### config.mk
export PLATFORM = sky130hd
export DESIGN_NAME = drive_speed_stepper_core
export DESIGN_NICKNAME = d
export VERILOG_FILES = /design/src/hdl/dss_pkg.sv /design/src/hdl/drive_speed_stepper_core.sv /design/src/hdl/dss_in_reg.sv /design/src/hdl/dss_calc.sv /design/src/hdl/dss_out_reg.sv
export SDC_FILE = /design/constraint.sdc
export NUM_CORES = 1
export LEC_CHECK = 0
export ABC_CLOCK_PERIOD_IN_PS = 12200
export BUFFER_PORTS_ARGS = -buffer_cell sky130_fd_sc_hd__buf_2
export CAP_MARGIN = 40
export CORE_MARGIN = 3
export CORE_UTILIZATION = 59
export DETAILED_ROUTE_END_ITERATION = 7
export GPL_TIMING_DRIVEN = 0
export PLACE_DENSITY_LB_ADDON = 0.05
export SYNTH_ARGS = -nofsm -noshare
export SYNTH_HDL_FRONTEND = slang
export SYNTH_SLANG_ARGS = --single-unit
### constraint.sdc
create_clock -name clock -period 12.2 [get_ports clock]
set_input_delay 1.83 -clock clock [delete_from_list [all_inputs] [get_ports clock]]
set_output_delay 1.83 -clock clock [all_outputs]
set_load 0.03 [all_outputs]
### src/hdl/dss_pkg.sv
`default_nettype none
package dss_pkg;

   typedef enum logic [1:0] {
      DIR_FWD   = 2'd0,
      DIR_BWD   = 2'd1,
      DIR_LEFT  = 2'd2,
      DIR_RIGHT = 2'd3
   } dir_type;

   typedef enum logic [1:0] {
      CMD_NONE    = 2'd0,
      CMD_SET_FWD = 2'd1,
      CMD_SET_BWD = 2'd2,
      CMD_STOP    = 2'd3
   } cmd_type;

   typedef enum logic {
      KIND_DRIVE = 1'b0,
      KIND_STOP  = 1'b1
   } kind_type;

   typedef enum logic [1:0] {
      CSR_MIN_FLIP_SPEED = 2'd0,
      CSR_MAX_SPEED      = 2'd1,
      CSR_SPEED_STEP     = 2'd2,
      CSR_START_SPEED    = 2'd3
   } csr_index_type;

   localparam logic [7:0] MIN_FLIP_SPEED_RESET = 8'd30;
   localparam logic [7:0] MAX_SPEED_RESET      = 8'd160;
   localparam logic [7:0] SPEED_STEP_RESET     = 8'd5;
   localparam logic [7:0] START_SPEED_RESET    = 8'd60;

   localparam int unsigned REQ_DATA_W = 16;
   localparam int unsigned RSP_DATA_W = 24;

   typedef struct packed {
      kind_type   kind;
      dir_type    request_dir;
      logic       bumper_left;
      logic       bumper_right;
      logic       movement_done;
      dir_type    dest_dir_left;
      dir_type    dest_dir_right;
   } req_item_type;

   typedef struct packed {
      cmd_type           dir_command;
      logic signed [8:0] left_speed;
      logic signed [8:0] right_speed;
   } rsp_item_type;

   typedef struct packed {
      logic signed [8:0] forward_speed;
      logic signed [8:0] turn_speed;
      logic              turning;
   } drive_state_type;

   typedef struct packed {
      logic [7:0] min_flip_speed;
      logic [7:0] max_speed;
      logic [7:0] speed_step;
      logic [7:0] start_speed;
   } cfg_type;

endpackage
`default_nettype wire

### src/hdl/drive_speed_stepper_core.sv
// channel   ports                         payload
// request   req_tvalid/tready/tdata/tuser drive request or stop
// response  rsp_tvalid/tready/tdata       direction command and wheel speeds
// csr       csr_valid/ready/index/data    speed settings, write only
//
// one request per cycle if unstalled: input register, step and mix logic, result register
// a request passes the input register, then the result register; blocked requests give nothing
// speed state is updated in the same cycle the request leaves the input register
// a stalled response holds the request in the input register; csr_ready is always high
// reset clears speeds and turning flag and loads the default settings
`default_nettype none
module drive_speed_stepper_core (
   input  wire logic                              clock,
   input  wire logic                              reset,
   input  wire logic                              req_tvalid,
   output logic                                   req_tready,
   // [1:0] request_dir, [2] bumper_left, [3] bumper_right, [4] movement_done,
   // [6:5] dest_dir_left, [8:7] dest_dir_right, [15:9] zero
   input  wire logic [dss_pkg::REQ_DATA_W-1:0]    req_tdata,
   // [0] kind
   input  wire logic                              req_tuser,
   output logic                                   rsp_tvalid,
   input  wire logic                              rsp_tready,
   // [1:0] dir_command, [10:2] left_speed, [19:11] right_speed, [23:20] zero
   output logic [dss_pkg::RSP_DATA_W-1:0]         rsp_tdata,
   input  wire logic                              csr_valid,
   output logic                                   csr_ready,
   input  wire logic [1:0]                        csr_index,
   input  wire logic [7:0]                        csr_data
);

   logic                      item_valid;
   dss_pkg::req_item_type     item;
   dss_pkg::drive_state_type  state_ff;
   dss_pkg::drive_state_type  state_in;
   dss_pkg::cfg_type          cfg_ff;
   dss_pkg::cfg_type          cfg_in;
   dss_pkg::rsp_item_type     result;
   logic                      has_result;
   logic                      can_load;
   logic                      take;

   assign take      = item_valid && (!has_result || can_load);
   assign csr_ready = 1'b1;

   dss_in_reg u_in_reg (
      .clock      (clock),
      .reset      (reset),
      .req_tvalid (req_tvalid),
      .req_tready (req_tready),
      .req_tdata  (req_tdata),
      .req_tuser  (req_tuser),
      .take       (take),
      .item_valid (item_valid),
      .item       (item)
   );

   dss_calc u_calc (
      .item       (item),
      .state_cur  (state_ff),
      .cfg        (cfg_ff),
      .state_next (state_in),
      .result     (result),
      .has_result (has_result)
   );

   dss_out_reg u_out_reg (
      .clock      (clock),
      .reset      (reset),
      .load       (take && has_result),
      .result     (result),
      .can_load   (can_load),
      .rsp_tvalid (rsp_tvalid),
      .rsp_tready (rsp_tready),
      .rsp_tdata  (rsp_tdata)
   );

   always_comb begin
      cfg_in = cfg_ff;
      if (csr_valid && csr_ready) begin
         unique case (dss_pkg::csr_index_type'(csr_index))
            dss_pkg::CSR_MIN_FLIP_SPEED: cfg_in.min_flip_speed = csr_data;
            dss_pkg::CSR_MAX_SPEED:      cfg_in.max_speed      = csr_data;
            dss_pkg::CSR_SPEED_STEP:     cfg_in.speed_step     = csr_data;
            dss_pkg::CSR_START_SPEED:    cfg_in.start_speed    = csr_data;
            default:                     cfg_in = cfg_ff;
         endcase
      end
   end

   always_ff @(posedge clock) begin
      if (reset) begin
         state_ff.forward_speed <= 9'sd0;
         state_ff.turn_speed    <= 9'sd0;
         state_ff.turning       <= 1'b0;
         cfg_ff.min_flip_speed  <= dss_pkg::MIN_FLIP_SPEED_RESET;
         cfg_ff.max_speed       <= dss_pkg::MAX_SPEED_RESET;
         cfg_ff.speed_step      <= dss_pkg::SPEED_STEP_RESET;
         cfg_ff.start_speed     <= dss_pkg::START_SPEED_RESET;
      end else begin
         if (take) begin
            state_ff <= state_in;
         end
         cfg_ff <= cfg_in;
      end
   end

`ifndef SYNTHESIS
   a_stop_clears: assert property (@(posedge clock) disable iff (reset)
      (take && item.kind == dss_pkg::KIND_STOP) |=>
      (state_ff.forward_speed == 9'sd0 && state_ff.turn_speed == 9'sd0 &&
       !state_ff.turning))
      else $error("stop did not clear speed state");

   a_empty_ready: assert property (@(posedge clock) disable iff (reset)
      !item_valid |-> req_tready)
      else $error("input register empty but request not taken");

   a_wheels_same_sign: assert property (@(posedge clock) disable iff (reset)
      rsp_tvalid |->
      !($signed(rsp_tdata[10:2]) < 0 && $signed(rsp_tdata[19:11]) > 0) &&
      !($signed(rsp_tdata[10:2]) > 0 && $signed(rsp_tdata[19:11]) < 0))
      else $error("wheel speeds of opposite sign");

   a_blocked_holds: assert property (@(posedge clock) disable iff (reset)
      (take && !has_result) |=> $stable(state_ff))
      else $error("blocked request changed speed state");
`endif

endmodule
`default_nettype wire

### src/hdl/dss_in_reg.sv
`default_nettype none
module dss_in_reg (
   input  wire logic                                  clock,
   input  wire logic                                  reset,
   input  wire logic                                  req_tvalid,
   output logic                                       req_tready,
   input  wire logic [dss_pkg::REQ_DATA_W-1:0]        req_tdata,
   input  wire logic                                  req_tuser,
   input  wire logic                                  take,
   output logic                                       item_valid,
   output dss_pkg::req_item_type                      item
);

   logic                  valid_ff;
   logic                  valid_in;
   dss_pkg::req_item_type item_ff;
   dss_pkg::req_item_type item_in;
   logic                  accept;

   assign req_tready = !valid_ff || take;
   assign accept     = req_tvalid && req_tready;

   always_comb begin
      item_in.kind           = dss_pkg::kind_type'(req_tuser);
      item_in.request_dir    = dss_pkg::dir_type'(req_tdata[1:0]);
      item_in.bumper_left    = req_tdata[2];
      item_in.bumper_right   = req_tdata[3];
      item_in.movement_done  = req_tdata[4];
      item_in.dest_dir_left  = dss_pkg::dir_type'(req_tdata[6:5]);
      item_in.dest_dir_right = dss_pkg::dir_type'(req_tdata[8:7]);
      valid_in = accept || (valid_ff && !take);
   end

   always_ff @(posedge clock) begin
      if (reset) begin
         valid_ff <= 1'b0;
      end else begin
         valid_ff <= valid_in;
      end
      if (accept) begin
         item_ff <= item_in;
      end
   end

   assign item_valid = valid_ff;
   assign item       = item_ff;

endmodule
`default_nettype wire

### src/hdl/dss_calc.sv
`default_nettype none
module dss_calc (
   input  wire dss_pkg::req_item_type    item,
   input  wire dss_pkg::drive_state_type state_cur,
   input  wire dss_pkg::cfg_type         cfg,
   output dss_pkg::drive_state_type      state_next,
   output dss_pkg::rsp_item_type         result,
   output logic                          has_result
);

   // step, dead band skip, clamp; a zero step follows the downward rule
   function automatic logic signed [8:0] step_speed(
      input logic signed [8:0] speed,
      input logic [7:0]        step,
      input logic              up,
      input logic [7:0]        minf,
      input logic [7:0]        maxs
   );
      logic signed [10:0] s;
      logic signed [10:0] d;
      logic signed [10:0] mn;
      logic signed [10:0] mx;
      logic               pos;
      pos = up && (step != 8'd0);
      mn  = $signed({3'b000, minf});
      mx  = $signed({3'b000, maxs});
      d   = up ? $signed({3'b000, step}) : -$signed({3'b000, step});
      s   = $signed({{2{speed[8]}}, speed}) + d;
      if (pos) begin
         if (s < 0 && -s < mn) begin
            s = -s;
         end else if (s > 0 && s < mn) begin
            s = mn;
         end
      end else begin
         if (s > 0 && s < mn) begin
            s = -s;
         end else if (s < 0 && -s < mn) begin
            s = -mn;
         end
      end
      if (s < -mx) begin
         s = -mx;
      end else if (s > mx) begin
         s = mx;
      end
      return s[8:0];
   endfunction

   logic signed [8:0] fwd0;
   logic signed [8:0] turn0;
   logic signed [8:0] fwd1;
   logic signed [8:0] turn1;
   logic              straight;
   logic              turn_now;
   logic              blocked;
   logic signed [8:0] fwd_neg;
   logic signed [8:0] turn_neg;
   logic [7:0]        mag;
   logic [7:0]        tmag;
   logic [7:0]        cut;
   logic [7:0]        left_mag;
   logic [7:0]        right_mag;
   dss_pkg::cmd_type  cmd;

   always_comb begin
      straight = (item.request_dir == dss_pkg::DIR_FWD) ||
                 (item.request_dir == dss_pkg::DIR_BWD);
      turn_now = !straight;
      blocked  = item.bumper_left || item.bumper_right || !item.movement_done;

      // standstill takes the start speed first
      if (state_cur.forward_speed == 9'sd0) begin
         fwd0 = (item.request_dir == dss_pkg::DIR_BWD) ?
                -$signed({1'b0, cfg.start_speed}) : $signed({1'b0, cfg.start_speed});
      end else begin
         fwd0 = state_cur.forward_speed;
      end
      turn0 = (straight && state_cur.turning) ? 9'sd0 : state_cur.turn_speed;

      fwd1  = fwd0;
      turn1 = turn0;
      unique case (item.request_dir)
         dss_pkg::DIR_FWD: fwd1 = step_speed(fwd0, cfg.speed_step, 1'b1,
                                             cfg.min_flip_speed, cfg.max_speed);
         dss_pkg::DIR_BWD: fwd1 = step_speed(fwd0, cfg.speed_step, 1'b0,
                                             cfg.min_flip_speed, cfg.max_speed);
         dss_pkg::DIR_RIGHT: turn1 = step_speed(turn0, cfg.speed_step, 1'b1,
                                                cfg.min_flip_speed, cfg.max_speed);
         dss_pkg::DIR_LEFT: turn1 = step_speed(turn0, cfg.speed_step, 1'b0,
                                               cfg.min_flip_speed, cfg.max_speed);
         default: fwd1 = fwd0;
      endcase

      if (fwd1 < 0) begin
         cmd = (item.dest_dir_left != dss_pkg::DIR_BWD ||
                item.dest_dir_right != dss_pkg::DIR_BWD) ?
               dss_pkg::CMD_SET_BWD : dss_pkg::CMD_NONE;
      end else begin
         cmd = (item.dest_dir_left != dss_pkg::DIR_FWD ||
                item.dest_dir_right != dss_pkg::DIR_FWD) ?
               dss_pkg::CMD_SET_FWD : dss_pkg::CMD_NONE;
      end

      // turn mixing slows the inner wheel by the turn magnitude
      fwd_neg  = -fwd1;
      turn_neg = -turn1;
      mag  = fwd1[8] ? fwd_neg[7:0] : fwd1[7:0];
      tmag = turn1[8] ? turn_neg[7:0] : turn1[7:0];
      cut  = (mag < tmag) ? mag : tmag;
      if (turn1[8]) begin
         left_mag  = mag - cut;
         right_mag = mag;
      end else begin
         left_mag  = mag;
         right_mag = mag - cut;
      end

      priority if (item.kind == dss_pkg::KIND_STOP) begin
         has_result                = 1'b1;
         state_next.forward_speed  = 9'sd0;
         state_next.turn_speed     = 9'sd0;
         state_next.turning        = 1'b0;
         result.dir_command        = dss_pkg::CMD_STOP;
         result.left_speed         = 9'sd0;
         result.right_speed        = 9'sd0;
      end else if (blocked) begin
         has_result                = 1'b0;
         state_next                = state_cur;
         result.dir_command        = dss_pkg::CMD_NONE;
         result.left_speed         = 9'sd0;
         result.right_speed        = 9'sd0;
      end else begin
         has_result                = 1'b1;
         state_next.forward_speed  = fwd1;
         state_next.turn_speed     = turn1;
         state_next.turning        = turn_now;
         result.dir_command        = cmd;
         if (turn_now) begin
            result.left_speed  = fwd1[8] ? -$signed({1'b0, left_mag})
                                         : $signed({1'b0, left_mag});
            result.right_speed = fwd1[8] ? -$signed({1'b0, right_mag})
                                         : $signed({1'b0, right_mag});
         end else begin
            result.left_speed  = fwd1;
            result.right_speed = fwd1;
         end
      end
   end

endmodule
`default_nettype wire

### src/hdl/dss_out_reg.sv
`default_nettype none
module dss_out_reg (
   input  wire logic                              clock,
   input  wire logic                              reset,
   input  wire logic                              load,
   input  wire dss_pkg::rsp_item_type             result,
   output logic                                   can_load,
   output logic                                   rsp_tvalid,
   input  wire logic                              rsp_tready,
   output logic [dss_pkg::RSP_DATA_W-1:0]         rsp_tdata
);

   logic                  valid_ff;
   logic                  valid_in;
   dss_pkg::rsp_item_type result_ff;

   assign can_load = !valid_ff || rsp_tready;
   assign valid_in = load || (valid_ff && !rsp_tready);

   always_ff @(posedge clock) begin
      if (reset) begin
         valid_ff <= 1'b0;
      end else begin
         valid_ff <= valid_in;
      end
      if (load) begin
         result_ff <= result;
      end
   end

   assign rsp_tvalid = valid_ff;
   assign rsp_tdata  = {4'b0000, result_ff.right_speed, result_ff.left_speed,
                        result_ff.dir_command};

endmodule
`default_nettype wire

---- Yosys cells after proc, flatten, opt, wreduce, memory -nomap -nowiden ----
Index checks and enable logic that the tools add are counted.
cells by class
  order comparisons ....................... 26
  equal/unequal tests ..................... 9
  reduce and logical (&&, ||, !) cells .... 43
  add/subtract/negate cells ............... 17
  multiplexer cells ....................... 47
operator list
  kind                                                                               count
  11-bit two-way mux                                                                 18
  9-bit two-way mux                                                                  13
  11-bit by 9-bit less-than comparator with 1-bit output                             6
  11-bit by 9-bit greater-than comparator with 1-bit output                          4
  11-bit less-than comparator                                                        4
  8-bit two-way mux                                                                  5
  19-bit two-way mux                                                                 2
  9-bit one-hot mux with 2 select lines                                              2
  8-bit negator with 11-bit output                                                   3
  8-bit negator with 9-bit output                                                    3
  9-bit by 11-bit adder with 11-bit output                                           2
  11-bit by 1-bit greater-than comparator with 1-bit output (second input constant)  2
  11-bit by 1-bit less-than comparator with 1-bit output (second input constant)     2
  10-bit negator with 11-bit output                                                  2
  11-bit negator                                                                     2
  9-bit by 9-bit adder with 10-bit output                                            2
  10-bit by 1-bit greater-than comparator with 1-bit output (second input constant)  2
  10-bit by 1-bit less-than comparator with 1-bit output (second input constant)     2
  10-bit by 9-bit less-than comparator with 1-bit output                             2
  20-bit two-way mux                                                                 1
  18-bit two-way mux                                                                 1
  8-bit negator                                                                      2
  1-bit logical AND                                                                  14
  1-bit logical OR                                                                   10
  other kinds (16)                                                                   36
storage, ports and cells
  flip-flop bits (word level) ............. 83
  logic and storage cells ................. 161
  output and inout bits ................... 27

---- Depth between registers and ports, before layout ----
  depth in word-level cells ............... 26
  gate-level depth with buffers ........... 66
  depth with buffers taken out ............ 62

---- Modules after synthesis ----
Synthesis repeated with hierarchy kept, for this count alone.
second synthesis, totals
  cell total of the unflattened synthesis .. 1,782
  area, all modules ....................... 13,703.1 µm²
by module, submodules not included
  module                    area an instance (µm²)  times used  sequential area each (µm²)  cells an instance
  dss_calc                  10,641.5                1           0.0                         1,522
  drive_speed_stepper_core  2,025.7                 1           1,021.0                     216
  dss_out_reg               680.7                   1           620.6                       29
  dss_in_reg                355.3                   1           320.3                       15

---- Least setup slack after synthesis ----
Ideal clock, no wire load.
  path kind ............................... flip-flop to flip-flop
  from .................................... register state_ff[17] (netlist name)
  to ...................................... register u_out_reg.result_ff (netlist bit u_out_reg.rsp_tdata[9]) (data pin)
  path buffers ............................ 5
  setup slack ............................. -0.119 ns
  arrival time ............................ 12.048 ns
  data required time ...................... 11.929 ns
  stages on the path, launching flop included .. 62
  library setup time ...................... 0.271 ns
  cell sequence ........................... dfxtp_1 > buf_2 > nor4_2 > and3_1 > buf_2 > a21o_1 > ha_1 > inv_1 > fa_1 > nand2b_1 > a21oi_1 > xnor2_1 > inv_1 > nor3_1 > xnor2_1 > ha_1 > nand3_1 > nand2_1 > [... 26 more ...] > and4_1 > a21oi_1 > o211a_1 > buf_1 > nor2_1 > a21oi_1 > ha_1 > o21ai_0 > nand2b_1 > a21o_1 > a21o_1 > a21o_1 > a21o_1 > and3b_1 > o21ai_0 > and4b_1 > xor2_1 > a21boi_1
on the way
  word-level cells in the longest chain between the ends .. 23
  elaborated cells on any way between the ends .. 45
  classes of those cells .................. add/sub (7); order compare (13); mux (20); reduce/logical (5)
RTL lines
  what                                                    line                             source
  start: declaration                                      drive_speed_stepper_core.sv:34   dss_pkg::drive_state_type state_ff;
  start signal: assignment                                drive_speed_stepper_core.sv:102  state_ff <= state_in;
  9-bit zero test                                         dss_calc.sv:73                   if (state_cur.forward_speed == 9'sd0) begin
  9-bit two-way mux *                                     dss_calc.sv:73
  9-bit by 9-bit adder with 10-bit output                 dss_calc.sv:28                   s = $signed({{2{speed[8]}}, speed}) + d;
  10-bit negator with 11-bit output                       -
  11-bit by 9-bit less-than comparator with 1-bit output  dss_calc.sv:30, dss_calc.sv:38
  1-bit logical AND                                       dss_calc.sv:30, dss_calc.sv:38
  11-bit two-way mux                                      dss_calc.sv:38                   end else if (s < 0 && -s < mn) begin
  11-bit two-way mux                                      dss_calc.sv:36                   if (s > 0 && s < mn) begin
  [... 7 more ...]                                        -
  8-bit two-way mux                                       dss_calc.sv:108                  mag = fwd1[8] ? fwd_neg[7:0] : fwd1[7:0];
  8-bit less-than comparator                              dss_calc.sv:110                  cut = (mag < tmag) ? mag : tmag;
  8-bit two-way mux                                       dss_calc.sv:110
  8-bit subtractor                                        dss_calc.sv:112                  left_mag = mag - cut;
  8-bit two-way mux                                       dss_calc.sv:111                  if (turn1[8]) begin
  8-bit negator with 9-bit output                         dss_calc.sv:140                  result.left_speed = fwd1[8] ? -$signed({1'b0, left_mag})
  9-bit two-way mux                                       dss_calc.sv:140
  18-bit two-way mux *                                    dss_calc.sv:139                  if (turn_now) begin
  end signal: assignment                                  dss_out_reg.sv:27                result_ff <= result;
  end: declaration                                        dss_out_reg.sv:15                dss_pkg::rsp_item_type result_ff;
Every way passes the cells marked *; elsewhere a longest branch is shown, timed or not. The select of a mux whose other input is x is not followed.
A chain may end at the register's enable or synchronous reset.

---- Worst setup path in the final report ----
  from .................................... register u_in_reg.item_ff (netlist bit u_in_reg.item[7])
  to ...................................... register u_out_reg.result_ff (netlist bit u_out_reg.rsp_tdata[19]) (data pin)
on the way
  word-level cells in the longest chain between the ends .. 25
  elaborated cells on any way between the ends .. 88
  classes of those cells .................. add/sub (12); order compare (25); eq/ne (3); mux (37); reduce/logical (11)
RTL lines
  what                                                                                line                            source
  start: declaration                                                                  dss_in_reg.sv:16                dss_pkg::req_item_type item_ff;
  start signal: assignment                                                            dss_in_reg.sv:41                item_ff <= item_in;
  2-bit by 1-bit == test with 1-bit output / 2-bit zero test (equally long branches)  -
  1-bit logical OR                                                                    dss_calc.sv:67                  straight = (item.request_dir == dss_pkg::DIR_FWD) ||
  1-bit logical AND                                                                   dss_calc.sv:79                  turn0 = (straight && state_cur.turning) ? 9'sd0 : state_cur.turn_speed;
  9-bit two-way mux                                                                   dss_calc.sv:79
  9-bit by 9-bit adder with 10-bit output                                             dss_calc.sv:28
  10-bit negator with 11-bit output                                                   -
  11-bit by 9-bit less-than comparator with 1-bit output                              dss_calc.sv:30, dss_calc.sv:38
  1-bit logical AND                                                                   dss_calc.sv:30, dss_calc.sv:38
  [... 9 more ...]                                                                    -
  8-bit two-way mux                                                                   dss_calc.sv:109                 tmag = turn1[8] ? turn_neg[7:0] : turn1[7:0];
  8-bit less-than comparator                                                          dss_calc.sv:110
  8-bit two-way mux                                                                   dss_calc.sv:110
  8-bit subtractor                                                                    dss_calc.sv:116                 right_mag = mag - cut;
  8-bit two-way mux                                                                   dss_calc.sv:111
  8-bit negator with 9-bit output                                                     dss_calc.sv:142                 result.right_speed = fwd1[8] ? -$signed({1'b0, right_mag})
  9-bit two-way mux                                                                   dss_calc.sv:142
  18-bit two-way mux *                                                                dss_calc.sv:139
Marks and branches as above.

==> results.py <==
metrics = {
    "status": {
        "status": "complete, no violations",
    },
    "setup_path": {
        "cp_slowest_stage_delay_ps": 570,
        "cp.arrival_ps": 12130,
        "cp-end-kind": "flip-flop",
        "critPathKind": "flip-flop to flip-flop",
        "crit_path_frequent_cell": "buf_4",
        "crit_slowest_cell": "o21ai_0",
        "required_ps": 12300,
        "start_kind": "flip-flop",
        "crit_fanout": 8,
    },
    "cts": {
        "cts_root_buf": "clkbuf_16",
        "cts_tree": "done",
        "clk_pin_slew_ps": 70,
        "cts_buffers": 9,
        "ctsHtreeMaxLevel": 3,
        "cts_max_path_buffers": 2,
        "clk_latency_ps": 360,
        "cts_sinks": 83,
        "hold_buffers": 0,
    },
    "routing": {
        "post_drt_via_cell_ratio": 7.06,
        "route.detailed.drc": 0,
        "first_pass_iters": 7,
        "wl_per_cell_um": 23.8,
        "drtIter0Drc": 2269,
        "vias": 15700,
        "drtAntennaViolNets": 0,
        "routed_wl_um": 52700,
    },
    "timing": {
        "setup_violations": 0,
        "tightest_slew_ps": 949,
        "fin_crit_ps": 12030,
        "fin_skew_ps": 13.5,
        "finalHoldViolations": 0,
        "fmax_mhz": 83.2,
        "drv_slew": 0,
        "tns_ps": 0,
        "setup_ws_ps": 175,
        "min_period_over_period_pct": 98.6,
        "maxSlewHeadroom_pct": 36.1,
    },
    "logic_synthesis": {
        "syn-cell-area_mm2": 0.0134,
        "synth_top_family_by_area": "compound AO/OA/AOI/OAI gates",
        "synth.area.top_cells": "ha_1, dfxtp_1, edfxtp_1",
        "ys_ff_latch": 83,
        "synthArstFlopShare_pct": 0,
        "synth_top_area_share_pct": 17.4,
        "synthMuxAreaShare_pct": 2.24,
        "synth-compound-area-share_pct": 30.1,
        "synthCells": 1764,
        "synth_ff_type": "dfxtp_1",
        "synthSimpleGateAreaFrac_pct": 23.7,
        "synthDistinctLibCells": 106,
        "synth-xor-area-share_pct": 6.18,
        "yosysTopAreaCell": "ha_1",
        "synth_edf_count": 30,
        "synth_adder_area_share_pct": 18.1,
        "synth_warnings": 0,
        "synth-seq-area-share_pct": 14.6,
        "ys_top_cells_by_count": "ha_1, nor2_1, nand2_1, a21oi_1, inv_1",
        "synth_area_per_cell_um2": 7.60,
        "yosys.cell_count.top_type": "ha_1",
    },
    "global_route": {
        "globalRouteOverflowTotal": 0,
        "grtUsageTotal_pct": 39.6,
        "antenna_found_initial": 0,
        "grt_pass1_vias": 13700,
        "grt_max_degree": 21,
        "grt_pass1_wl_um": 75900,
    },
    "pwr": {
        "finalPower_mw": 2.99,
        "peakVddDrop_uv": 169,
        "powerDensity_mw_per_mm2": 181,
        "p_leak_nw": 7.04,
    },
    "layout": {
        "drive_above_1_share_pct": 23.6,
        "finalInstanceArea_mm2": 0.0166,
        "synthToLayoutAreaGrowth_pct": 23.5,
        "fill_cells": 1662,
        "multi_input_area_mm2": 0.0121,
        "register_area_mm2": 0.00198,
        "n_antenna_cell": 0,
        "nets": 2154,
    },
    "place": {
        "place_congestion": 1.03,
        "portBuffers": 45,
        "post_dp_cell_area_mm2": 0.0141,
        "dp_hpwl_um": 39000,
        "dpl_worst_slack_ps": -3110,
    },
    "floorplan": {
        "die_area_mm2": 0.0246,
        "ios": 59,
        "core_area_mm2": 0.0221,
        "start_util_pct": 60.7,
        "fp.dieH_um": 157,
        "row_count": 54,
        "die_w_um": 157,
    },
    "min_path": {
        "hold_class": "flip-flop to flip-flop",
    },
    "run": {
        "max_cap_violations": 0,
    },
}
-- routing by layer --
| layer | part of all wire, % | vias to the layer above | track usage [%] |
|---|---|---|---|
| met2 | 43 | 1133 | 60.9 |
| met4 | 5.0 | 0 | 14.1 |
| met5 | 0 | - | 0 |
| met1 | 39 | 7287 | 53.1 |
| met3 | 13 | 228 | 11.4 |
| li1 | - | 7007 | - |
-- power by group --
part / internal [mW] / total [mW] / leakage, nW / switching (mW)
sequential: 0.296 / 0.308 / 0.741 / 0.0122
clock: 0.146 / 0.293 / 0.149 / 0.147
combinational: 1.00 / 2.39 / 6.15 / 1.39
total: 1.45 / 2.99 / 7.03 / 1.55
-- metrics by stage --
stage / std cells / utilization (%) / hold slack, ps
after global placement: 2092 / 63.4 / 485
final: 2216 / 74.9 / 509
after CTS: 2150 / 69.2 / 505
after global routing: 2216 / 74.9 / 538
after detailed placement: 2100 / 63.6 / 494
after floorplan: 1767 / - / 460
-- kinds of logic after synthesis --
group,Yosys count
AO/OA/AOI/OAI,564
other,2
multiplexers,29
XOR/XNOR,92
adder cells (fa/ha/maj),191
AND/OR/NAND/NOR,635
buffers and inverters,168
flip-flops,83
-- worst max-delay path, delay by kind of cell, from the launching register on --
family	cells	cell delay, ps
AOI/OAI and AO/OA	21	3960
adders and majority gates	6	1820
muxes	1	330
and+or+nand+nor	18	3030
buffers and inverters	9	1180
xor gates and xnor gates	4	870
DFF	1	530
-- layout make-up --
cell class / count / share of cell area (%)
Clock inverter: 7 / 0.461
Sequential cell: 83 / 11.9
Buffer: 57 / 1.81
Inverter: 99 / 2.27
Multi-Input combinational cell: 1516 / 73.1
Tap cell: 280 / 2.12
Clock buffer: 9 / 1.36
Timing Repair Buffer: 165 / 6.95
-- registers in the layout (all words and copies together) (netlist names) --
name / count
cfg_ff: 32
state_ff: 19
u_in_reg.item: 10
u_in_reg.item_valid: 1
u_out_reg.rsp_tdata: 20
u_out_reg.rsp_tvalid: 1
-- worst paths after layout --
check / slack, ps / depth (start not counted) / endpoint / from
hold reg to reg: 510 / 2 / cfg_ff[0]$_SDFFE_PP0P_ / cfg_ff[0]$_SDFFE_PP0P_
setup reg to reg: 170 / 59 / u_out_reg.rsp_tdata[19]$_SDFFCE_PP0P_ / u_in_reg.item[7]$_DFFE_PP_
setup / recovery: 170 / 59 / u_out_reg.rsp_tdata[19]$_SDFFCE_PP0P_ / u_in_reg.item[7]$_DFFE_PP_
hold / removal: 510 / 2 / cfg_ff[0]$_SDFFE_PP0P_ / cfg_ff[0]$_SDFFE_PP0P_
-- placed cells by master (no fill, tap or decap), types with 21 or more instances in the layout --
master,count
a21o_1,29
a21oi_1,105
a22oi_1,23
a31oi_1,27
and2_1,21
buf_2,51
buf_4,114
clkbuf_1,34
dfxtp_1,46
edfxtp_1,30
ha_1,173
inv_1,84
mux2i_1,21
nand2_1,134
nand3_1,41
nand4_1,21
nor2_1,168
nor2b_1,26
nor3_1,44
o21a_1,30
o21ai_0,68
xnor2_1,48
-- timing repair --
item	CTS	global route
setup buffers	36	75
setup endpoints to repair	18	16
resized for setup	143	169
pin swaps	36	86
(Power assumes the default switching activity.)
